**src/hdl/pow16_mod_exponentiation_unit_assert.svh**
```systemverilog
// Assertion macros shared by the exponentiation unit files.
`ifndef POW16_MOD_EXPONENTIATION_UNIT_ASSERT_SVH
`define POW16_MOD_EXPONENTIATION_UNIT_ASSERT_SVH

// Condition a at an edge implies condition b at the same edge.
`define P16ME_ASSERT_SAME(label, clk, rstn, a, b) \
    label: assert property (@(posedge clk) disable iff (!rstn) (a) |-> (b)) \
        else $error("p16me: same-cycle check failed");

// Condition a at an edge implies condition b at the next edge.
`define P16ME_ASSERT_NEXT(label, clk, rstn, a, b) \
    label: assert property (@(posedge clk) disable iff (!rstn) (a) |=> (b)) \
        else $error("p16me: next-cycle check failed");

// Expression must always hold outside reset.
`define P16ME_ASSERT_ALWAYS(label, clk, rstn, a) \
    label: assert property (@(posedge clk) disable iff (!rstn) (a)) \
        else $error("p16me: invariant check failed");

`endif

```
**src/hdl/p16me_pkg.sv**
```systemverilog
`default_nettype none

package p16me_pkg;

    localparam int EXP_BITS_DEF = 48;
    localparam int MOD_BITS_DEF = 32;
    // shift-subtract steps for a multiply by sixteen
    localparam int M16_STEPS    = 4;

    typedef enum logic [2:0] {
        ST_IDLE,
        ST_SCAN,
        ST_SQR,
        ST_SQW,
        ST_CHECK,
        ST_M16,
        ST_M16W,
        ST_ADV
    } state_t;

    typedef struct packed {
        logic load;
        logic sq_start;
        logic m16_start;
        logic step;
        logic acc_write;
        logic bit_next;
        logic store;
    } cmd_t;

    typedef struct packed {
        logic cur_bit;
        logic last_bit;
        logic red_last;
        logic acc_trivial;
    } sts_t;

endpackage

`default_nettype wire

```
**src/hdl/p16me_datapath.sv**
```systemverilog
`default_nettype none

module p16me_datapath import p16me_pkg::*; #(
    parameter int EXP_BITS = EXP_BITS_DEF,
    parameter int MOD_BITS = MOD_BITS_DEF
) (
    input  wire logic                aclk,
    input  wire logic                aresetn,
    input  wire cmd_t                cmd,
    input  wire logic [EXP_BITS-1:0] exponent_in,
    input  wire logic [MOD_BITS-1:0] modulus_in,
    output sts_t                     sts,
    output logic [MOD_BITS-1:0]      acc_out
);

    localparam int IDX_W  = $clog2(EXP_BITS);
    localparam int PROD_W = 2 * MOD_BITS;
    localparam int CNT_W  = $clog2(PROD_W + 1);

    logic [EXP_BITS-1:0] exp_reg;
    logic [MOD_BITS-1:0] mod_reg, mod_next;
    logic [MOD_BITS-1:0] acc_reg, acc_next;
    logic [MOD_BITS-1:0] rem_reg, rem_next;
    logic [PROD_W-1:0]   sh_reg, sh_next;
    logic [CNT_W-1:0]    cnt_reg, cnt_next;
    logic [IDX_W-1:0]    idx_reg, idx_next;
    logic [MOD_BITS:0]   trial;
    logic [MOD_BITS-1:0] rem_step;

    // one restoring reduction step: shift in the next product bit, subtract if it fits
    always_comb begin
        trial = {rem_reg, sh_reg[PROD_W-1]};
        if (trial >= {1'b0, mod_reg}) begin
            rem_step = MOD_BITS'(trial - {1'b0, mod_reg});
        end else begin
            rem_step = trial[MOD_BITS-1:0];
        end
    end

    always_comb begin
        mod_next = mod_reg;
        acc_next = acc_reg;
        rem_next = rem_reg;
        sh_next  = sh_reg;
        cnt_next = cnt_reg;
        idx_next = idx_reg;
        if (cmd.load) begin
            mod_next = modulus_in;
            // 1 mod m: zero for a modulus of one (and of zero)
            acc_next = (modulus_in[MOD_BITS-1:1] != '0) ? MOD_BITS'(1) : '0;
            rem_next = '0;
            idx_next = IDX_W'(EXP_BITS - 1);
        end
        if (cmd.sq_start) begin
            rem_next = '0;
            sh_next  = PROD_W'(acc_reg) * PROD_W'(acc_reg);
            cnt_next = CNT_W'(PROD_W);
        end
        if (cmd.m16_start) begin
            rem_next = acc_reg;
            sh_next  = '0;
            cnt_next = CNT_W'(M16_STEPS);
        end
        if (cmd.step) begin
            rem_next = rem_step;
            sh_next  = {sh_reg[PROD_W-2:0], 1'b0};
            cnt_next = cnt_reg - CNT_W'(1);
        end
        if (cmd.acc_write) begin
            acc_next = rem_reg;
        end
        if (cmd.bit_next) begin
            idx_next = idx_reg - IDX_W'(1);
        end
    end

    always_ff @(posedge aclk) begin
        if (!aresetn) begin
            mod_reg <= '0;
            acc_reg <= '0;
            rem_reg <= '0;
            cnt_reg <= '0;
            idx_reg <= '0;
        end else begin
            mod_reg <= mod_next;
            acc_reg <= acc_next;
            rem_reg <= rem_next;
            cnt_reg <= cnt_next;
            idx_reg <= idx_next;
        end
    end

    always_ff @(posedge aclk) begin
        if (cmd.load) begin
            exp_reg <= exponent_in;
        end
        sh_reg <= sh_next;
    end

    always_comb begin
        sts.cur_bit     = exp_reg[idx_reg];
        sts.last_bit    = (idx_reg == '0);
        sts.red_last    = (cnt_reg == CNT_W'(1));
        sts.acc_trivial = (acc_reg[MOD_BITS-1:1] == '0);
    end

    assign acc_out = acc_reg;

`include "pow16_mod_exponentiation_unit_assert.svh"
    `P16ME_ASSERT_SAME(a_step_has_count, aclk, aresetn, cmd.step, cnt_reg != '0)
    `P16ME_ASSERT_ALWAYS(a_acc_below_mod, aclk, aresetn, mod_reg == '0 || acc_reg < mod_reg)
    `P16ME_ASSERT_ALWAYS(a_rem_below_mod, aclk, aresetn, mod_reg == '0 || rem_reg < mod_reg)

endmodule

`default_nettype wire

```
**src/hdl/p16me_ctrl.sv**
```systemverilog
`default_nettype none

module p16me_ctrl import p16me_pkg::*; (
    input  wire logic aclk,
    input  wire logic aresetn,
    input  wire logic start,
    input  wire logic out_free,
    input  wire sts_t sts,
    output logic      idle,
    output cmd_t      cmd
);

    state_t state_reg, state_next;
    logic   done_pending_reg, done_pending_next;

    // next state
    always_comb begin
        state_next        = state_reg;
        done_pending_next = done_pending_reg;
        case (state_reg)
            ST_IDLE: begin
                if (start) begin
                    state_next = ST_SCAN;
                end
            end
            ST_SCAN: begin
                // squaring zero or one changes nothing
                state_next = sts.acc_trivial ? ST_CHECK : ST_SQR;
            end
            ST_SQR: begin
                if (sts.red_last) begin
                    state_next = ST_SQW;
                end
            end
            ST_SQW:   state_next = ST_CHECK;
            ST_CHECK: state_next = sts.cur_bit ? ST_M16 : ST_ADV;
            ST_M16: begin
                if (sts.red_last) begin
                    state_next = ST_M16W;
                end
            end
            ST_M16W:  state_next = ST_ADV;
            ST_ADV: begin
                if (!sts.last_bit) begin
                    state_next = ST_SCAN;
                end else if (out_free) begin
                    state_next = ST_IDLE;
                end
            end
            default:  state_next = ST_IDLE;
        endcase
        done_pending_next = (state_next == ST_ADV) && sts.last_bit;
    end

    // outputs
    always_comb begin
        cmd  = '0;
        idle = 1'b0;
        case (state_reg)
            ST_IDLE: begin
                idle     = 1'b1;
                cmd.load = start;
            end
            ST_SCAN:  cmd.sq_start  = !sts.acc_trivial;
            ST_SQR:   cmd.step      = 1'b1;
            ST_SQW:   cmd.acc_write = 1'b1;
            ST_CHECK: cmd.m16_start = sts.cur_bit;
            ST_M16:   cmd.step      = 1'b1;
            ST_M16W:  cmd.acc_write = 1'b1;
            ST_ADV: begin
                cmd.bit_next = !sts.last_bit;
                cmd.store    = sts.last_bit && out_free;
            end
            default: begin
                cmd = '0;
            end
        endcase
    end

    always_ff @(posedge aclk) begin
        if (!aresetn) begin
            state_reg        <= ST_IDLE;
            done_pending_reg <= 1'b0;
        end else begin
            state_reg        <= state_next;
            done_pending_reg <= done_pending_next;
        end
    end

`include "pow16_mod_exponentiation_unit_assert.svh"
    `P16ME_ASSERT_ALWAYS(a_one_command, aclk, aresetn, $onehot0(cmd))
    `P16ME_ASSERT_SAME(a_store_on_last, aclk, aresetn, cmd.store, done_pending_reg || sts.last_bit)

endmodule

`default_nettype wire

```
**src/hdl/pow16_mod_exponentiation_unit.sv**
```systemverilog
`default_nettype none

// Channel  Ports                          Direction  Meaning
// s_       s_valid s_ready s_exponent     in         one transaction: exponent and modulus
//          s_modulus
// m_       m_valid m_ready m_residue      out        one transaction: 16^exponent mod modulus
//
// Sequence: accept, then per exponent bit scan, check and advance, with the modular
//   square (skipped while the accumulator is 0 or 1) between scan and check, and the
//   multiply by sixteen between check and advance when the bit is set.
// Both reductions run on the shift-subtract reduction loop in the datapath, one
//   quotient bit per cycle, shared by the square and the multiply by sixteen.
// Reset: aresetn, synchronous and active low; clears controller and output valid.
// Stalls: a finished result sits in the output register; the next transaction
//   is accepted and computed while it waits, and only the final write waits on it.

module pow16_mod_exponentiation_unit import p16me_pkg::*; #(
    parameter int EXP_BITS = EXP_BITS_DEF,
    parameter int MOD_BITS = MOD_BITS_DEF
) (
    input  wire logic                aclk,
    input  wire logic                aresetn,
    input  wire logic                s_valid,
    output logic                     s_ready,
    input  wire logic [EXP_BITS-1:0] s_exponent,
    input  wire logic [MOD_BITS-1:0] s_modulus,
    output logic                     m_valid,
    input  wire logic                m_ready,
    output logic [MOD_BITS-1:0]      m_residue
);

    cmd_t                cmd;
    sts_t                sts;
    logic                idle;
    logic                out_free;
    logic [MOD_BITS-1:0] acc;
    logic                m_valid_reg, m_valid_next;
    logic [MOD_BITS-1:0] m_residue_reg;

    // the result register is free when empty or being drained this cycle
    assign out_free = !m_valid_reg || m_ready;
    assign s_ready  = idle;

    p16me_ctrl u_ctrl (
        .aclk     (aclk),
        .aresetn  (aresetn),
        .start    (s_valid),
        .out_free (out_free),
        .sts      (sts),
        .idle     (idle),
        .cmd      (cmd)
    );

    p16me_datapath #(
        .EXP_BITS (EXP_BITS),
        .MOD_BITS (MOD_BITS)
    ) u_dp (
        .aclk        (aclk),
        .aresetn     (aresetn),
        .cmd         (cmd),
        .exponent_in (s_exponent),
        .modulus_in  (s_modulus),
        .sts         (sts),
        .acc_out     (acc)
    );

    // hold the result until taken; load on store, drop on drain
    always_comb begin
        m_valid_next = m_valid_reg;
        if (cmd.store) begin
            m_valid_next = 1'b1;
        end else if (m_ready) begin
            m_valid_next = 1'b0;
        end
    end

    always_ff @(posedge aclk) begin
        if (!aresetn) begin
            m_valid_reg <= 1'b0;
        end else begin
            m_valid_reg <= m_valid_next;
        end
    end

    always_ff @(posedge aclk) begin
        if (cmd.store) begin
            m_residue_reg <= acc;
        end
    end

    assign m_valid   = m_valid_reg;
    assign m_residue = m_residue_reg;

`include "pow16_mod_exponentiation_unit_assert.svh"
    `P16ME_ASSERT_SAME(a_no_overwrite, aclk, aresetn, cmd.store && m_valid_reg, m_ready)

endmodule

`default_nettype wire
```
**config.mk**
```make
export PLATFORM = sky130hd
export DESIGN_NAME = pow16_mod_exponentiation_unit
export DESIGN_NICKNAME = d
export VERILOG_FILES = /design/src/hdl/p16me_pkg.sv /design/src/hdl/p16me_datapath.sv /design/src/hdl/p16me_ctrl.sv /design/src/hdl/pow16_mod_exponentiation_unit.sv
export VERILOG_INCLUDE_DIRS = /design/src /design/src/hdl
export SDC_FILE = /design/constraint.sdc
export NUM_CORES = 2
export LEC_CHECK = 0
export ABC_AREA = 0
export BUFFER_PORTS_ARGS = -buffer_cell sky130_fd_sc_hd__buf_2
export CORE_MARGIN = 5
export CORE_UTILIZATION = 60
export CTS_BUF_LIST = sky130_fd_sc_hd__clkbuf_8
export DETAILED_ROUTE_END_ITERATION = 8
export MAX_ROUTING_LAYER = met4
export PLACE_DENSITY = 0.84
export SYNTH_ARGS = -nofsm -noshare
export SYNTH_HDL_FRONTEND = slang
export SYNTH_SLANG_ARGS = --single-unit
export TNS_END_PERCENT = 30
```
**constraint.sdc**
```tcl
create_clock -name aclk -period 13.99 [get_ports aclk]
set_clock_uncertainty 0.1 [all_clocks]
set_input_delay 2.798 -clock aclk [delete_from_list [all_inputs] [get_ports aclk]]
set_output_delay 2.798 -clock aclk [all_outputs]
set_load 0.02 [all_outputs]
```
[After elaboration in Yosys (flattened, before gate mapping)]
Index checks and enable logic that the tools add are counted.
Cells by class
  multiplexer cells: 35
  bitwise logic cells: 0
  shift operators: 0
  $add $sub $neg: 3
  div/mod/pow operators: 0
  $mul: 1
  $lt $le $gt $ge: 2
  reduce and logical (&&, ||, !) cells: 18
  equal/unequal tests: 12
Operators with widths (count)
  32-bit 2-to-1 mux: 7
  64-bit 2-to-1 mux: 3
  32-bit by 32-bit multiplier with 64-bit output: 1
  33-bit by 32-bit greater-or-equal comparator with 1-bit output: 1
  32-bit subtractor: 1
  31-bit logical NOT: 1
  31-bit nonzero test: 1
  3-bit case mux with 8 select lines: 1
  7-bit 2-to-1 mux: 3
  3-bit 2-to-1 mux: 6
  3-bit equality test, second input constant: 4
  6-bit 2-to-1 mux: 2
  1-bit 2-to-1 mux: 10
  7-bit by 1-bit equality test with 1-bit output, second input constant: 1
  6-bit by 7-bit less-than comparator with 1-bit output, second input constant: 1
  7-bit by 1-bit subtractor with 7-bit output, second input constant: 1
  1-bit binary-select mux with 6-bit select: 1
  3-bit by 2-bit equality test with 1-bit output, second input constant: 2
  6-bit logical NOT: 1
  2-bit inequality test, second input constant: 3
  2-bit nonzero test: 3
  2-bit OR reduction: 3
  6-bit by 1-bit subtractor with 6-bit output, second input constant: 1
  2-bit 2-to-1 mux: 2
  other kinds (9): 11
Word-level totals
  RAM bits: 0
  bits in read-only memories: 0
  bits of input ports: 84
  word-level logic and storage cells: 82
  register bits: 257
  latch bits: 0
  memories: 0
  output and inout bits: 34

[Longest topological paths before layout]
  word-level depth: 6
  mapped depth: 30
  depth with buffers taken out: 27

[Modules after synthesis]
Synthesis repeated with hierarchy kept, for this count alone.
Unflattened totals
  cell total of the unflattened synthesis: 4428
  area, all modules: 41986.5 µm²
Modules (own cells, without submodules)
  p16me_datapath: times used 1, cells each 4354, area an instance 40701.5 µm²
  pow16_mod_exponentiation_unit: times used 1, cells each 36, area an instance 1009.7 µm²
  p16me_ctrl: times used 1, cells each 38, area an instance 275.3 µm²

[Worst setup path before layout]
No wires, ideal clock.
  path type: register to register
  start: register u_dp.acc_reg[9] (netlist: u_dp.acc_out[9])
  end: register u_dp.sh_reg[63], data pin
  buffers on the path: 3
  period minus slack after synthesis: 7718 ps
  path slack: 6272 ps
  arrival: 7362 ps
  cell stages (with the launch flop): 27
  path through: dfxtp_1 > clkbuf_1 > clkbuf_1 > nand2_1 > inv_1 > fa_1 > fa_1 > inv_1 > fa_1 > fa_1 > inv_1 > fa_1 > fa_1 > fa_1 > fa_1 > ha_1 > clkbuf_1 > a211oi_1 > o21ai_1 > nor3_1 > nand4_1 > nand4_1 > a21oi_1 > o31ai_1 > a21oi_1 > or3_1 > a32o_1
Between the ends
  cells in the longest elaborated chain, start to end: 4
Ends and longest elaborated chain
  start: declaration: RTL line p16me_datapath.sv:22  | logic [MOD_BITS-1:0] acc_reg, acc_next;
  start signal: assignment: RTL line p16me_datapath.sv:86  | acc_reg <= acc_next;
  32-bit by 32-bit multiplier with 64-bit output: RTL line p16me_datapath.sv:56  | sh_next = PROD_W'(acc_reg) * PROD_W'(acc_reg);
  64-bit 2-to-1 mux: RTL line p16me_datapath.sv:54  | if (cmd.sq_start) begin
  64-bit 2-to-1 mux: RTL line p16me_datapath.sv:59  | if (cmd.m16_start) begin
  64-bit 2-to-1 mux: RTL line p16me_datapath.sv:64  | if (cmd.step) begin
  named net u_dp.sh_next[63]: RTL line p16me_datapath.sv:24  | logic [PROD_W-1:0] sh_reg, sh_next;
  end signal: assignment: RTL line p16me_datapath.sv:97  | sh_reg <= sh_next;
  end: declaration: RTL line p16me_datapath.sv:24
The timed path passes the listed nets, and every way through them passes these cells. The select of a mux whose other input is x is not followed.
A chain may end at the register's enable or synchronous reset.

[Final worst setup path]
  start: register u_dp.acc_reg[10] (netlist: u_dp.acc_out[10])
  end: register u_dp.sh_reg[63], data pin
The elaborated chain is that of the path after synthesis.

==> impl_metrics.ini <==
[critical_path]
path_class = reg2reg
cp-start-kind = flip-flop
worst_r2r_endpoint = u_dp.sh_reg[63]$_DFFE_PP_
crit_required_ps = 14240
cp_slowest_cell = dfxtp_1
crit_family = adder cells
rrSetupSlack_ps = 4950
path_cells = buf_4, and2_1, fa_1, fa_1, inv_1, fa_1, fa_1, inv_1, fa_1, fa_1, fa_1, fa_1, ha_1, a211oi_1, o21ai_1, nor3_1, nand4_1, nand4_1, a21oi_1, o31ai_1, a21oi_1, or3_1, a32o_1
crit_start = u_dp.acc_out[10]$_SDFFE_PN0P_
cp_max_fo = 19
crit_buf_inv = 3
cp-end-kind = flip-flop
cp-endpoint = u_dp.sh_reg[63]$_DFFE_PP_
crit_path_max_incr_delay_ps = 970
cp_common_cell = fa_1
cp.arrival_ps = 9290
reg2reg_depth = 23
r2r-start = u_dp.acc_out[10]$_SDFFE_PN0P_
path_depth = 23

[logic_synthesis]
synth_flop_cell = edfxtp_1
syn_avg_cell_area_um2 = 9.45
synthSimpleGateAreaFrac_pct = 12.0
ys_seq_area_share_pct = 15.8
synth_fp_nets = 5606
synth_top_family_by_area = adder cells
muxShareOfSynthArea_pct = 1.25
synth.distinct_cells = 77
async_flop_share_pct = 0
synthCells = 4393
synth_edf_count = 143
synthAdderAreaFrac_pct = 48.4
syn-cell-area_mm2 = 0.0415
synth_compound_area_share_pct = 8.92
yosysWarnings = 0
synth_xor_area_share_pct = 2.55
synth-seq-cells = 257

[final_layout]
drive_above_1_share_pct = 6.35
synthToLayoutAreaGrowth_pct = 5.55
stdcell_count = 5371
largest_register_ffs = 64
finish.utilization_pct = 63.9
nets = 5617

[cts]
cts_tree = done
cts_hold_buf = 0
clk_path_buf_depth = 3
cts.clk_slew.worst_paths_ps = 70
cts_made_buffers = 42
htree_levels = 2
cts.sinks = 257
cts_root_buf = clkbuf_8
worstSkewPairLatency_ps = 610
post_cts_buffers = 0
cts_resized = 0

[detailed_routing]
routed_wl_mm = 110
first_iter_violations = 3114
drtAntennaViolNets = 0
first_pass_iters = 6
wire_per_inst_um = 20.5
drc = 0
viasPerCell = 5.81
vias = 31200

[sta]
setup_violations = 0
fin_crit_sh_pct = 64.6
fin_setup_tns_ps = 0
slew_headroom_pct = 20.2
hold_slack_ps = 353
worst_pin_slew_ps = 1200
fmax_mhz = 111
hold_violations = 0
rsz0062_at_grt = no
period_minus_slack_ps = 9040
maxSlewViolCount = 0

[die]
die_area_mm2 = 0.0746
start_util_pct = 60.5
rows = 96
die_y_um = 273
ios = 118
die_w_um = 273
core_mm2 = 0.0686

[min_path]
hold_depth = 2
hp-class = reg2reg

[outcome]
outcome = finished clean

[placement]
dp.cells = 5291
portBuffers = 117
hpwl_mm = 85.3
gp_congestion = 1.02

[grt]
grt_overflow_total = 0
antenna_found_initial = 4
grt_pass1_vias = 33500
grt_max_degree = 76
grt_usage_pct = 31.3
grt_first_pass_wirelength_mm = 179

[power_and_ir_drop]
ir_worst_vdd_v = 0.000198
p_total_mw = 3.68
power_leakage_nw = 22.8
power_density_mw_per_mm2 = 84.0

[run]
maxCapViolCount = 0
[where the power goes]
group,switching [mW],internal [mW]
logic,1.11,0.673
clock network,0.329,0.385
registers,0.138,1.05
[tightest hold or removal path, delay by kind of cell, from the launching register on]
| kind | cells | cell delay (ps) |
|---|---|---|
| AO/OA/AOI/OAI | 1 | 50 |
| flip-flops | 1 | 310 |
| AND/OR/NAND/NOR | 1 | 50 |
[synth_stat cells, types with 18 or more instances]
library cell,count,area [µm²]
a21o_1,58,435
a21oi_1,169,846
a22oi_1,34,255
a31oi_1,24,150
and2_1,224,1400
clkbuf_1,189,709
dfxtp_1,114,2280
edfxtp_1,143,4290
fa_1,793,15900
ha_1,336,4200
inv_1,1016,3810
nand2_1,474,1780
nand2b_1,18,113
nand3_1,33,165
nand4_1,29,181
nor2_1,151,567
nor2b_1,18,113
nor3_1,25,125
nor4_1,24,150
o21ai_0,124,621
o21bai_1,22,165
o22ai_1,20,125
xnor2_1,62,543
xor2_1,59,517
[worst min path at each step]
stage	startpoint	endpoint
2_1_floorplan	u_dp.acc_out[12]$_SDFFE_PN0P_	m_residue[12]$_DFFE_PP_
3_3_place_gp	u_dp.mod_reg[14]$_SDFFE_PN0P_	u_dp.mod_reg[14]$_SDFFE_PN0P_
3_5_place_dp	u_dp.mod_reg[7]$_SDFFE_PN0P_	u_dp.mod_reg[7]$_SDFFE_PN0P_
4_1_cts	u_dp.mod_reg[7]$_SDFFE_PN0P_	u_dp.mod_reg[7]$_SDFFE_PN0P_
5_1_grt	u_dp.mod_reg[11]$_SDFFE_PN0P_	u_dp.mod_reg[11]$_SDFFE_PN0P_
6_report	u_dp.mod_reg[22]$_SDFFE_PN0P_	u_dp.mod_reg[22]$_SDFFE_PN0P_
[logic make-up (layout without fill, tap and decap cells)]
kind of cell / Yosys count / after routing
buffers and inverters: 1220 / 1265
adder cells (fa/ha/maj): 1129 / 1129
AND/OR/NAND/NOR: 1050 / 1050
AO/OA/AOI/OAI: 583 / 583
flip-flops: 257 / 257
XOR/XNOR: 121 / 121
multiplexers: 33 / 33
other: 0 / 2
[stage by stage]
step                      area, µm²  setup slack, ps
after floorplan               41500             6270
after global placement        42900             5230
after detailed placement      42900             5170
after CTS                     43800             5110
after global routing          43800             4640
final                         43800             4950
[layout make-up]
class	count	area, µm²
Inverter	1018	3820
Clock buffer	43	592
Timing Repair Buffer	169	976
Antenna cell	2	5.00
Fill cell	5287	24800
Multi-Input combinational cell	2916	30400
Tap cell	931	1160
Sequential cell	257	6580
Clock inverter	35	300
[cells in the final DEF, fill, tap and decap left out, drive strengths merged, types with 17 or more instances in the layout]
master / Yosys / layout
inv: 1017 / 1030
nor2: 152 / 152
nor3: 26 / 26
a21o: 58 / 58
o21ai: 129 / 129
dfxtp: 114 / 114
o22ai: 20 / 20
nand3: 33 / 33
clkbuf: 189 / 43
a21oi: 170 / 170
a22oi: 34 / 34
xor2: 59 / 59
buf: 13 / 169
mux2i: 17 / 17
nand4: 29 / 29
ha: 336 / 336
xnor2: 62 / 62
and2: 224 / 224
a31oi: 25 / 25
nor2b: 18 / 18
nand2: 474 / 474
nand2b: 18 / 18
o21bai: 22 / 22
clkinv: 1 / 18
nor4: 24 / 24
fa: 793 / 793
edfxtp: 143 / 143
[per-layer routing]
metal	routed length, µm	global-route usage [%]	vias to the layer above
met1	41000	40.8	15400
met3	12100	5.80	340
met5	0	-	-
met2	51500	49.3	1731
li1	-	-	13700
met4	5450	12.1	0
Note: power is estimated with default switching activity, not from simulation.
